File: src/design/drstc_pkg.sv
// Types, constants and the sample conversion shared by the relay timer files
package drstc_pkg;

   localparam int SAMPLE_W = 10;
   localparam int DEG_W    = 8;
   localparam int HOURS_W  = 7;
   localparam int MINS_W   = 6;
   localparam int SECS_W   = 6;
   localparam int CSR_IDX_W  = 2;
   localparam int CSR_DATA_W = 8;

   // Register indexes of the configuration port
   localparam logic [CSR_IDX_W-1:0] REG_ROOM_SETPOINT = 2'd0;
   localparam logic [CSR_IDX_W-1:0] REG_PIPE_SETPOINT = 2'd1;
   localparam logic [CSR_IDX_W-1:0] REG_RUN_HOURS     = 2'd2;
   localparam logic [CSR_IDX_W-1:0] REG_RUN_MINUTES   = 2'd3;

   localparam logic [DEG_W-1:0]   RING_INIT  = 8'd21;
   localparam logic [DEG_W-1:0]   DEG_MAX    = 8'd255;
   localparam logic [SECS_W-1:0]  SECS_LAST  = 6'd59;
   localparam logic [MINS_W-1:0]  MINS_LAST  = 6'd59;
   localparam logic [HOURS_W-1:0] HOURS_LAST = 7'd99;

   // floor(x*500/1023) as (x * 500 * ceil(2^29/1023)) >> 29, exact for 10-bit x
   localparam int DEG_SHIFT = 29;
   localparam int DEG_PROD_W = 38;
   localparam logic [27:0] DEG_RECIP = 28'd262400500;

   typedef struct packed {
      logic [DEG_W-1:0]   room_setpoint;
      logic [DEG_W-1:0]   pipe_setpoint;
      logic [HOURS_W-1:0] run_hours;
      logic [MINS_W-1:0]  run_minutes;
   } cfg_type;

   // Stage loads for the lanes
   typedef struct packed {
      logic ld_conv;
      logic ld_ring;
      logic ld_avg;
   } lane_ctl_type;

   typedef struct packed {
      logic               room_relay;
      logic               pipe_relay;
      logic               timer_running;
      logic [DEG_W-1:0]   room_average;
      logic [DEG_W-1:0]   pipe_average;
      logic [HOURS_W-1:0] elapsed_hours;
      logic [MINS_W-1:0]  elapsed_minutes;
   } result_type;

   // Raw reading to whole degrees, saturated at 255
   function automatic logic [DEG_W-1:0] to_degrees(input logic [SAMPLE_W-1:0] raw);
      logic [DEG_PROD_W-1:0] prod;
      logic [8:0]            deg;
      prod = DEG_PROD_W'(raw) * DEG_PROD_W'(DEG_RECIP);
      deg  = prod[DEG_SHIFT +: 9];
      return deg[8] ? DEG_MAX : deg[DEG_W-1:0];
   endfunction

endpackage

File: src/design/drstc_if.sv
// Channel interfaces: sample requests, results and configuration writes
interface drstc_req_if;
   logic                          valid;
   logic                          ready;
   logic [drstc_pkg::SAMPLE_W-1:0] room_sample;
   logic [drstc_pkg::SAMPLE_W-1:0] pipe_sample;
   modport source (output valid, output room_sample, output pipe_sample, input ready);
   modport sink (input valid, input room_sample, input pipe_sample, output ready);
endinterface

interface drstc_rsp_if;
   logic                          valid;
   logic                          ready;
   logic                          room_relay;
   logic                          pipe_relay;
   logic                          timer_running;
   logic [drstc_pkg::DEG_W-1:0]   room_average;
   logic [drstc_pkg::DEG_W-1:0]   pipe_average;
   logic [drstc_pkg::HOURS_W-1:0] elapsed_hours;
   logic [drstc_pkg::MINS_W-1:0]  elapsed_minutes;
   modport source (output valid, output room_relay, output pipe_relay,
                   output timer_running, output room_average, output pipe_average,
                   output elapsed_hours, output elapsed_minutes, input ready);
   modport sink (input valid, input room_relay, input pipe_relay,
                 input timer_running, input room_average, input pipe_average,
                 input elapsed_hours, input elapsed_minutes, output ready);
endinterface

interface drstc_csr_if;
   logic                             valid;
   logic                             ready;
   logic [drstc_pkg::CSR_IDX_W-1:0]  index;
   logic [drstc_pkg::CSR_DATA_W-1:0] data;
   modport source (output valid, output index, output data, input ready);
   modport sink (input valid, input index, input data, output ready);
endinterface

File: src/design/drstc_lane.sv
// One sensor lane: conversion, averaging ring, running sum and average
module drstc_lane #(
   parameter int AVG_DEPTH = 10
) (
   input  logic                          clock,
   input  logic                          reset,
   input  drstc_pkg::lane_ctl_type       ctl,
   input  logic [drstc_pkg::SAMPLE_W-1:0] sample,
   output logic [drstc_pkg::DEG_W-1:0]   average
);
   import drstc_pkg::*;

   localparam int IDX_W  = (AVG_DEPTH > 1) ? $clog2(AVG_DEPTH) : 1;
   localparam int SUM_W  = $clog2(255 * AVG_DEPTH + 1);
   localparam int RECIP_SHIFT = 16;
   localparam int RECIP  = (2 ** RECIP_SHIFT + AVG_DEPTH - 1) / AVG_DEPTH;
   localparam int PROD_W = SUM_W + RECIP_SHIFT + 1;

   logic [DEG_W-1:0] deg_ff;
   logic [DEG_W-1:0] ring_ff [AVG_DEPTH];
   logic [IDX_W-1:0] idx_ff;
   logic [IDX_W-1:0] idx_in;
   logic [SUM_W-1:0] sum_ff;
   logic [SUM_W-1:0] sum_in;
   logic [PROD_W-1:0] avg_prod;
   logic [DEG_W-1:0] avg_ff;

   // Conversion stage
   always_ff @(posedge clock) begin
      if (ctl.ld_conv) begin
         deg_ff <= to_degrees(sample);
      end
   end

   // Ring stage: replace the oldest entry and update the running sum
   assign sum_in = sum_ff - SUM_W'(ring_ff[idx_ff]) + SUM_W'(deg_ff);
   assign idx_in = (idx_ff == IDX_W'(AVG_DEPTH - 1)) ? '0 : idx_ff + 1'b1;

   always_ff @(posedge clock) begin
      if (reset) begin
         for (int i = 0; i < AVG_DEPTH; i++) begin
            ring_ff[i] <= RING_INIT;
         end
         idx_ff <= '0;
         sum_ff <= SUM_W'(21 * AVG_DEPTH);
      end else if (ctl.ld_ring) begin
         ring_ff[idx_ff] <= deg_ff;
         idx_ff          <= idx_in;
         sum_ff          <= sum_in;
      end
   end

   // Average stage: divide by the depth through a reciprocal multiply
   assign avg_prod = PROD_W'(sum_ff) * PROD_W'(RECIP);

   always_ff @(posedge clock) begin
      if (ctl.ld_avg) begin
         avg_ff <= avg_prod[RECIP_SHIFT +: DEG_W];
      end
   end

   assign average = avg_ff;

endmodule

File: src/design/drstc_merge.sv
// Merge stage: relay decisions, run timer and the result register
module drstc_merge (
   input  logic                        clock,
   input  logic                        reset,
   input  logic                        ld,
   input  drstc_pkg::cfg_type          cfg,
   input  logic [drstc_pkg::DEG_W-1:0] room_avg,
   input  logic [drstc_pkg::DEG_W-1:0] pipe_avg,
   output drstc_pkg::result_type       result
);
   import drstc_pkg::*;

   logic               timer_on_ff, timer_on_in;
   logic               pipe_relay_ff, pipe_relay_in;
   logic [SECS_W-1:0]  secs_ff, secs_in;
   logic [MINS_W-1:0]  mins_ff, mins_in;
   logic [HOURS_W-1:0] hours_ff, hours_in;
   logic               started;
   result_type         result_ff;

   // Timer advance, start test and stop test
   always_comb begin
      secs_in  = '0;
      mins_in  = '0;
      hours_in = '0;
      if (timer_on_ff) begin
         secs_in  = secs_ff + 1'b1;
         mins_in  = mins_ff;
         hours_in = hours_ff;
         if (secs_ff >= SECS_LAST) begin
            secs_in = '0;
            mins_in = mins_ff + 1'b1;
            if (mins_ff >= MINS_LAST) begin
               mins_in  = '0;
               hours_in = (hours_ff >= HOURS_LAST) ? '0 : hours_ff + 1'b1;
            end
         end
      end
      started       = (pipe_avg >= cfg.pipe_setpoint);
      pipe_relay_in = timer_on_ff ? pipe_relay_ff : started;
      timer_on_in   = timer_on_ff | started;
      if (mins_in == cfg.run_minutes && hours_in == cfg.run_hours) begin
         timer_on_in = 1'b0;
      end
   end

   always_ff @(posedge clock) begin
      if (reset) begin
         timer_on_ff   <= 1'b0;
         pipe_relay_ff <= 1'b0;
         secs_ff       <= '0;
         mins_ff       <= '0;
         hours_ff      <= '0;
      end else if (ld) begin
         timer_on_ff   <= timer_on_in;
         pipe_relay_ff <= pipe_relay_in;
         secs_ff       <= secs_in;
         mins_ff       <= mins_in;
         hours_ff      <= hours_in;
      end
   end

   // Result register
   always_ff @(posedge clock) begin
      if (ld) begin
         result_ff.room_relay      <= (room_avg <= cfg.room_setpoint);
         result_ff.pipe_relay      <= pipe_relay_in;
         result_ff.timer_running   <= timer_on_in;
         result_ff.room_average    <= room_avg;
         result_ff.pipe_average    <= pipe_avg;
         result_ff.elapsed_hours   <= hours_in;
         result_ff.elapsed_minutes <= mins_in;
      end
   end

   assign result = result_ff;

endmodule

File: src/design/dual_sensor_relay_timer_control_top.sv
// Throughput: one transaction per cycle while results are taken; every stage
// stalls on its own, so a request is taken while a finished result waits, as
// long as stage one is free. Reset (synchronous) fills both rings with 21
// degrees, sets the sums to match, stops and clears the run timer, opens the
// pipe relay and zeroes the configuration registers and the stage valid flags.
module dual_sensor_relay_timer_control_top #(
   parameter int AVG_DEPTH = 10
) (
   input logic         clock,
   input logic         reset,
   drstc_req_if.sink   req_chan,
   drstc_rsp_if.source rsp_chan,
   drstc_csr_if.sink   csr_chan
);
   import drstc_pkg::*;

   cfg_type      cfg_ff;
   logic         v1_ff, v2_ff, v3_ff, v4_ff;
   logic         en1, en2, en3, en4;
   lane_ctl_type lane_ctl;
   logic [DEG_W-1:0] room_avg, pipe_avg;
   result_type   result;

   // Configuration registers, always ready
   assign csr_chan.ready = 1'b1;

   always_ff @(posedge clock) begin
      if (reset) begin
         cfg_ff <= '0;
      end else if (csr_chan.valid) begin
         unique case (csr_chan.index)
            REG_ROOM_SETPOINT: cfg_ff.room_setpoint <= csr_chan.data;
            REG_PIPE_SETPOINT: cfg_ff.pipe_setpoint <= csr_chan.data;
            REG_RUN_HOURS:     cfg_ff.run_hours     <= csr_chan.data[HOURS_W-1:0];
            REG_RUN_MINUTES:   cfg_ff.run_minutes   <= csr_chan.data[MINS_W-1:0];
         endcase
      end
   end

   // Stage enables: a stage moves when empty or when the next one moves
   assign en4 = !v4_ff || rsp_chan.ready;
   assign en3 = !v3_ff || en4;
   assign en2 = !v2_ff || en3;
   assign en1 = !v1_ff || en2;

   assign req_chan.ready   = en1;
   assign lane_ctl.ld_conv = en1 && req_chan.valid;
   assign lane_ctl.ld_ring = en2 && v1_ff;
   assign lane_ctl.ld_avg  = en3 && v2_ff;

   always_ff @(posedge clock) begin
      if (reset) begin
         v1_ff <= 1'b0;
         v2_ff <= 1'b0;
         v3_ff <= 1'b0;
         v4_ff <= 1'b0;
      end else begin
         if (en1) v1_ff <= req_chan.valid;
         if (en2) v2_ff <= v1_ff;
         if (en3) v3_ff <= v2_ff;
         if (en4) v4_ff <= v3_ff;
      end
   end

   // Two lanes side by side
   drstc_lane #(.AVG_DEPTH(AVG_DEPTH)) u_room_lane (
      .clock   (clock),
      .reset   (reset),
      .ctl     (lane_ctl),
      .sample  (req_chan.room_sample),
      .average (room_avg)
   );

   drstc_lane #(.AVG_DEPTH(AVG_DEPTH)) u_pipe_lane (
      .clock   (clock),
      .reset   (reset),
      .ctl     (lane_ctl),
      .sample  (req_chan.pipe_sample),
      .average (pipe_avg)
   );

   drstc_merge u_merge (
      .clock    (clock),
      .reset    (reset),
      .ld       (en4 && v3_ff),
      .cfg      (cfg_ff),
      .room_avg (room_avg),
      .pipe_avg (pipe_avg),
      .result   (result)
   );

   // Result channel
   assign rsp_chan.valid           = v4_ff;
   assign rsp_chan.room_relay      = result.room_relay;
   assign rsp_chan.pipe_relay      = result.pipe_relay;
   assign rsp_chan.timer_running   = result.timer_running;
   assign rsp_chan.room_average    = result.room_average;
   assign rsp_chan.pipe_average    = result.pipe_average;
   assign rsp_chan.elapsed_hours   = result.elapsed_hours;
   assign rsp_chan.elapsed_minutes = result.elapsed_minutes;

endmodule

File: src/flat_wrapper.sv
// flat-port wrapper written by rule: the top's interface ports become plain ports
module dual_sensor_relay_timer_control_top_flat import drstc_pkg::*;
#(
   parameter int AVG_DEPTH = 10
)
  (clock, reset, req_chan_valid, req_chan_room_sample, req_chan_pipe_sample, req_chan_ready, rsp_chan_valid, rsp_chan_room_relay, rsp_chan_pipe_relay, rsp_chan_timer_running, rsp_chan_room_average, rsp_chan_pipe_average, rsp_chan_elapsed_hours, rsp_chan_elapsed_minutes, rsp_chan_ready, csr_chan_valid, csr_chan_index, csr_chan_data, csr_chan_ready);
  drstc_req_if req_chan_i ();
  drstc_rsp_if rsp_chan_i ();
  drstc_csr_if csr_chan_i ();
  input logic clock;
  input logic reset;
  input wire logic [$bits(req_chan_i.valid)-1:0] req_chan_valid;
  input wire logic [$bits(req_chan_i.room_sample)-1:0] req_chan_room_sample;
  input wire logic [$bits(req_chan_i.pipe_sample)-1:0] req_chan_pipe_sample;
  output wire logic [$bits(req_chan_i.ready)-1:0] req_chan_ready;
  output wire logic [$bits(rsp_chan_i.valid)-1:0] rsp_chan_valid;
  output wire logic [$bits(rsp_chan_i.room_relay)-1:0] rsp_chan_room_relay;
  output wire logic [$bits(rsp_chan_i.pipe_relay)-1:0] rsp_chan_pipe_relay;
  output wire logic [$bits(rsp_chan_i.timer_running)-1:0] rsp_chan_timer_running;
  output wire logic [$bits(rsp_chan_i.room_average)-1:0] rsp_chan_room_average;
  output wire logic [$bits(rsp_chan_i.pipe_average)-1:0] rsp_chan_pipe_average;
  output wire logic [$bits(rsp_chan_i.elapsed_hours)-1:0] rsp_chan_elapsed_hours;
  output wire logic [$bits(rsp_chan_i.elapsed_minutes)-1:0] rsp_chan_elapsed_minutes;
  input wire logic [$bits(rsp_chan_i.ready)-1:0] rsp_chan_ready;
  input wire logic [$bits(csr_chan_i.valid)-1:0] csr_chan_valid;
  input wire logic [$bits(csr_chan_i.index)-1:0] csr_chan_index;
  input wire logic [$bits(csr_chan_i.data)-1:0] csr_chan_data;
  output wire logic [$bits(csr_chan_i.ready)-1:0] csr_chan_ready;
  assign req_chan_i.valid = req_chan_valid;
  assign req_chan_i.room_sample = req_chan_room_sample;
  assign req_chan_i.pipe_sample = req_chan_pipe_sample;
  assign req_chan_ready = req_chan_i.ready;
  assign rsp_chan_valid = rsp_chan_i.valid;
  assign rsp_chan_room_relay = rsp_chan_i.room_relay;
  assign rsp_chan_pipe_relay = rsp_chan_i.pipe_relay;
  assign rsp_chan_timer_running = rsp_chan_i.timer_running;
  assign rsp_chan_room_average = rsp_chan_i.room_average;
  assign rsp_chan_pipe_average = rsp_chan_i.pipe_average;
  assign rsp_chan_elapsed_hours = rsp_chan_i.elapsed_hours;
  assign rsp_chan_elapsed_minutes = rsp_chan_i.elapsed_minutes;
  assign rsp_chan_i.ready = rsp_chan_ready;
  assign csr_chan_i.valid = csr_chan_valid;
  assign csr_chan_i.index = csr_chan_index;
  assign csr_chan_i.data = csr_chan_data;
  assign csr_chan_ready = csr_chan_i.ready;
  dual_sensor_relay_timer_control_top #(.AVG_DEPTH(AVG_DEPTH)) u_core (.clock(clock), .reset(reset), .req_chan(req_chan_i), .rsp_chan(rsp_chan_i), .csr_chan(csr_chan_i));
endmodule
File: config.mk
export PLATFORM = sky130hd
export DESIGN_NAME = dual_sensor_relay_timer_control_top_flat
export DESIGN_NICKNAME = d
export VERILOG_FILES = /design/src/design/drstc_pkg.sv /design/src/design/drstc_if.sv /design/src/design/drstc_lane.sv /design/src/design/drstc_merge.sv /design/src/design/dual_sensor_relay_timer_control_top.sv /design/src/flat_wrapper.sv
export SDC_FILE = /design/constraint.sdc
export NUM_CORES = 1
export LEC_CHECK = 0
export ABC_CLOCK_PERIOD_IN_PS = 7680
export BUFFER_PORTS_ARGS = -buffer_cell sky130_fd_sc_hd__buf_2
export CAP_MARGIN = 20
export CORE_MARGIN = 2
export CORE_UTILIZATION = 35
export DETAILED_ROUTE_END_ITERATION = 7
export MAX_ROUTING_LAYER = met4
export RECOVER_POWER = 50
export SLEW_MARGIN = 5
export SYNTH_ARGS = -nofsm -noshare
export SYNTH_HDL_FRONTEND = slang
export SYNTH_SLANG_ARGS = --single-unit
File: constraint.sdc
create_clock -name clock -period 7.68 [get_ports clock]
set_clock_uncertainty 0.05 [all_clocks]
set_input_delay 1.536 -clock clock [delete_from_list [all_inputs] [get_ports clock]]
set_output_delay 1.536 -clock clock [all_outputs]
set_load 0.005 [all_outputs]
# == After elaboration in Yosys (flattened, before gate mapping) ==
# Memories as Yosys holds them, arrays and structs flattened. A register that Yosys moved wholly into a read port is not among the register bits.
# Index checks and enable logic that the tools add are counted.
# classes
n_mul,4
shifts,0
n_mux,28
div_mod_pow,0
n_reduce_logical,20
order_cmp,5
addsub,9
n_bitwise,1
eq_ne,7
# ops
cell,count
"multiplier 10 x 26 -> 36 bit, second input constant",2
"multiplier 12 x 12 -> 23 bit, second input constant",2
2-to-1 mux 4 bit,8
2-to-1 mux 6 bit,5
2-to-1 mux 7 bit,4
adder 12 x 8 -> 12 bit,2
subtractor 12 x 8 -> 12 bit,2
2-to-1 mux 8 bit,2
OR reduction 8 bit,2
"adder 6 x 1 -> 6 bit, second input constant",2
"greater-or-equal comparator 6 bit, second input constant",2
2-to-1 mux 1 bit,9
"adder 4 x 1 -> 4 bit, second input constant",2
"== test 4 bit, second input constant",2
greater-or-equal comparator 8 bit,1
less-or-equal comparator 8 bit,1
AND reduction 2 bit,4
"adder 7 x 1 -> 7 bit, second input constant",1
== test 7 bit,1
"greater-or-equal comparator 7 bit, second input constant",1
== test 6 bit,1
logical AND 1 bit,5
"== test 2 bit, second input constant",2
zero test 1 bit,4
other kinds (4),7
# totals
ram_bits,160
word_cells,104
rom_bits,0
regBits,150
latchBits,0
in_bits,35
mem_count,2
out_inout_bits,35
# memory_table
name,words,width,read_ports,rd_clocked_by_memory_dff,write_ports,line,source
u_core.u_pipe_lane.ring_ff,10,8,1,1,10,drstc_lane.sv:20,logic [DEG_W-1:0] ring_ff [AVG_DEPTH];
u_core.u_room_lane.ring_ff,10,8,1,1,10,drstc_lane.sv:20,

# == Logic depth before layout (Yosys ltp) ==
# logic_depth
depth_word,10
depth_mapped,20
mapped_depth_nobuf,20

# == Modules after synthesis ==
# From an unflattened synthesis, not the netlist that was laid out.
# hier_totals
cells_unflattened,2733
area_unflattened_um2,30899.6
# by_module_without_submodules
mod,cells_each,instances,seq_area_each_um2,area_per_inst_um2
drstc_lane at u_core.u_pipe_lane,1136,1,4724.5,13155.1
drstc_lane at u_core.u_room_lane,1120,1,4724.5,13141.4
drstc_merge,346,1,1381.3,3224.3
dual_sensor_relay_timer_control_top,131,1,660.6,1378.8

# == Worst setup path before layout ==
# OpenSTA, ideal clock, no wires.
# synth_timing
kind,input -> register
from,in req_chan_room_sample[7]
to,reg u_core.u_room_lane.deg_ff[6] (data pin)
n_path_buf,0
slack_ps,703
setup_ps,272
cell_stages,18
arrival_time_ps,6655
required_time_ps,7358
cell_sequence,fa_1 -> inv_1 -> fa_1 -> inv_1 -> fa_1 -> fa_1 -> inv_1 -> fa_1 -> inv_1 -> ha_1 -> o21a_1 -> o211ai_1 -> a21o_1 -> o211ai_1 -> and2_4 -> o41a_4 -> and4b_1 -> or4_1
# synth_between
elab_chain_len,1
# synth_rtl
item,line,source
start: declaration,flat_wrapper.sv:13,input wire logic [$bits(req_chan_i.room_sample)-1:0] req_chan_room_sample;
multiplier 10 x 26 -> 36 bit,drstc_pkg.sv:57,prod = DEG_PROD_W'(raw) * DEG_PROD_W'(DEG_RECIP);
end signal: assignment,drstc_lane.sv:31,deg_ff <= to_degrees(sample);
end: declaration,drstc_lane.sv:19,logic [DEG_W-1:0] deg_ff;
# Every way passes these cells.
# A chain may end at the register's enable or synchronous reset.

# == Worst setup path in the final report ==
# Ends and elaborated chain as after synthesis.

==> impl_results.md <==
* Slew @ Worst Pin at 2620 ps
* Die X at 298 µm
* Main synth FF type: edfxtp_1
* Resized cells post-CTS at 0
* Clock buffer depth at 3
* EDFF count, synth at 320
* Tcrit/Tclk final at 0.859
* RSZ-0062 raised after global routing: false
* Max IR drop VDD at about 0.4 mV
* Post-synth top area share at 0.318
* Die height at 298 µm
* First-pass GRT wire length at 105 mm
* Failing checks: capacitance limit, slew limit
* Final instance area at 33200 µm²
* TritonRoute pass-1 iters at 5
* Combinational family with the most area after synthesis: adder cells
* #FFs+latches synth at 414
* Row count at 107
* Vias per cell at 4.91
* Synth area leader: edfxtp_1
* Pwr dens at 417 nW/µm²
* P&R area growth vs syn at 10.0%
* Ys async rst share at 0
* Layout cells sized above 1 at 0.0842
* Ant diodes at 0
* Initial antenna violation count at 0
* DR iter-0 viols at between 1000 and 1500
* Cts hold-fix bufs at 0
* Crit Path Max Fanout at 6
* IO Pins at 70
* Endpoints failing hold at 0
* Tmin final at 6590 ps
* Setup crit end kind: register
* Fillers at 8254
* DR vias at about 19000
* Top post-synthesis cells by area: edfxtp_1 32%, ha_1 16%, fa_1 15%
* Vias in the first global route at 19200
* Post-synthesis adder-cell area fraction at 0.303
* Status: finished, violations left
* DRC errors left at 0
* LEAKAGE at 14.0 nW
* Core area at around 85000 µm²
* Cell Area, Placed at 31800 µm²
* Synth Area in Compound Gates at 0.0635
* Clk_lat worst skew at 590 ps
* Sequential fraction of the synthesis area at 0.381
* Initial Util at 0.354
* Min-delay worst type: reg2reg
* Max-cap violations at 6
* CTS root buffer: clkbuf_16
* Syn Area/Cell at 11.3 µm²
* Slew Limit Fails at 207
* Nets@finish at around 3400
* Post-CTS setup buffer count at 0
* Post-Syn Area at between 30000 and 40000 µm²
* Final setup viols at 0
* Detail Route Antenna Nets at 0
* Detailed Route WL at 64.8 mm
* Worst slew margin at -0.745
* CP required at 7940 ps
* PortBufs at between 60 and 70
* DR WL/cell at 16.6 µm
* Total track usage at 0.152
* H-Tree Depth at 2
* Netlist cell types at 72
* Cell count after synthesis at 2673
* CTS Sinks at 414
* YS warnings at 0
* Fmax at 152 MHz
* CP Launch Type: primary input
* Setup_tns at 0 ps
* GP Congestion at 0.872
* Largest net degree at the start of global routing at 49
* Cts bufs inserted at 43
* Simple-Gate Fraction of Synth Area at 0.0985
* Clock-pin slew on the worst setup and hold paths at 60 ps
* Mux cell area share after synthesis at 0.0683
* CTS tree: built
* Type of the worst setup path: in2reg
* Grt total ovfl at 0
* Mapped Nets at 3307
* Placed wire-length estimate at 50.3 mm
* Worst EP arrival at 6850 ps
* Synth Area in XOR/XNOR at 0.0177
* Die area at 88600 µm²
metal layers:
metal	GRT usage	routed length, µm	vias up
met3	0.0196	2990	73
met5	-	0	-
met2	0.247	31100	428
li1	-	-	9333
met4	0.0388	1300	0
met1	0.201	29400	9374
cells in the final DEF, fill, tap and decap left out, types with 11 or more instances in the layout:
cell type    n
nand2_1    193
nand4_1     19
inv_1      468
fa_1       220
edfxtp_1   320
o21ai_0     57
a21oi_1    106
nor2b_1     16
dfxtp_1     93
clkbuf_16   43
nor3_1      58
nand3_1     36
xor2_1      15
buf_4       11
and2_1      11
or3_1       18
xnor2_1     46
o211ai_1    14
ha_1       379
a21o_1      18
buf_2       55
mux2i_1     26
o21a_1      12
nor2_1     214
mux4_2      80
clkbuf_1    37
nand2b_1    21
nor4_1      15
through the flow:
stage               power (mW)   util  setup WS (ps)  hold slack, ps  instances
floorplan                 9.78      -            703             376       2673
global placement          11.8  0.373            542             385       3829
detailed placement        11.8  0.373            481             389       3829
CTS                       14.1  0.390           1090             405       3909
global route              15.6  0.389            792             431       3912
finish                    13.8  0.389           1090             401       3912
registers in the layout, indices dropped and copies added (netlist names), 12 cells and up, named ones only:
name,flops
u_core.u_pipe_lane.sum_ff,12
u_core.u_room_lane.ring_ff,128
u_core.u_pipe_lane.ring_ff,128
u_core.u_merge.result,32
u_core.u_room_lane.sum_ff,12
u_core.cfg_ff,29
synth_stat cells (all sizes together) (36+ instances only):
master	number
nand2	193
clkbuf	61
a21oi	107
mux4	80
nand3	36
edfxtp	320
xnor2	46
nor2	214
o21ai	58
ha	379
nor3	59
fa	220
inv	468
dfxtp	94
path summary, 6_finish.rpt:
check             depth (start not counted)                           from                            end  slack (ps)
setup reg to reg                         13                       register  u_core.u_room_lane.sum_ff[11]        2140
hold reg to reg                           0  u_core.u_room_lane.average[0]      u_core.u_merge.result[21]         400
hold / removal                            0  u_core.u_room_lane.average[0]      u_core.u_merge.result[21]         400
setup / recovery                         19        req_chan_room_sample[7]   u_core.u_room_lane.deg_ff[6]        1090
critical path, cell delays in order:
cell	delay, ps
buf_2	150
fa_1	570
inv_1	70
fa_1	640
inv_1	100
fa_1	510
fa_1	510
inv_1	50
fa_1	500
inv_1	40
ha_1	280
o21a_1	160
o211ai_1	150
a21o_1	130
o211ai_1	80
and2_4	190
o41a_4	470
and4b_1	200
or4_1	510
area by class of cell:
| cell class | count | area [µm²] | area share |
|---|---|---|---|
| multi-input cells | 1713 | 16600 | 0.501 |
| clock buffers | 58 | 1160 | 0.0350 |
| well taps | 1144 | 1430 | 0.0431 |
| inverters | 470 | 1760 | 0.0531 |
| flip-flops and latches | 414 | 11500 | 0.346 |
| repair buffers | 91 | 452 | 0.0136 |
| clock inverters | 22 | 265 | 0.00799 |
kinds of logic (layout without fill, tap and decap cells):
family / count (synthesis) / after routing
flops: 414 / 414
simple gates: 648 / 648
mux: 106 / 106
buf+inv: 546 / 641
xor+xnor: 61 / 61
other cells: 1 / 1
compound gates: 298 / 298
fa+ha+maj: 599 / 599
report_power, final:
group          total (mW)  switching [mW]  internal, mW
registers            3.03           0.201          2.83
logic                8.73            4.83          3.90
clock network        2.09           0.902          1.18
Power figures use the tool's default switching activity.
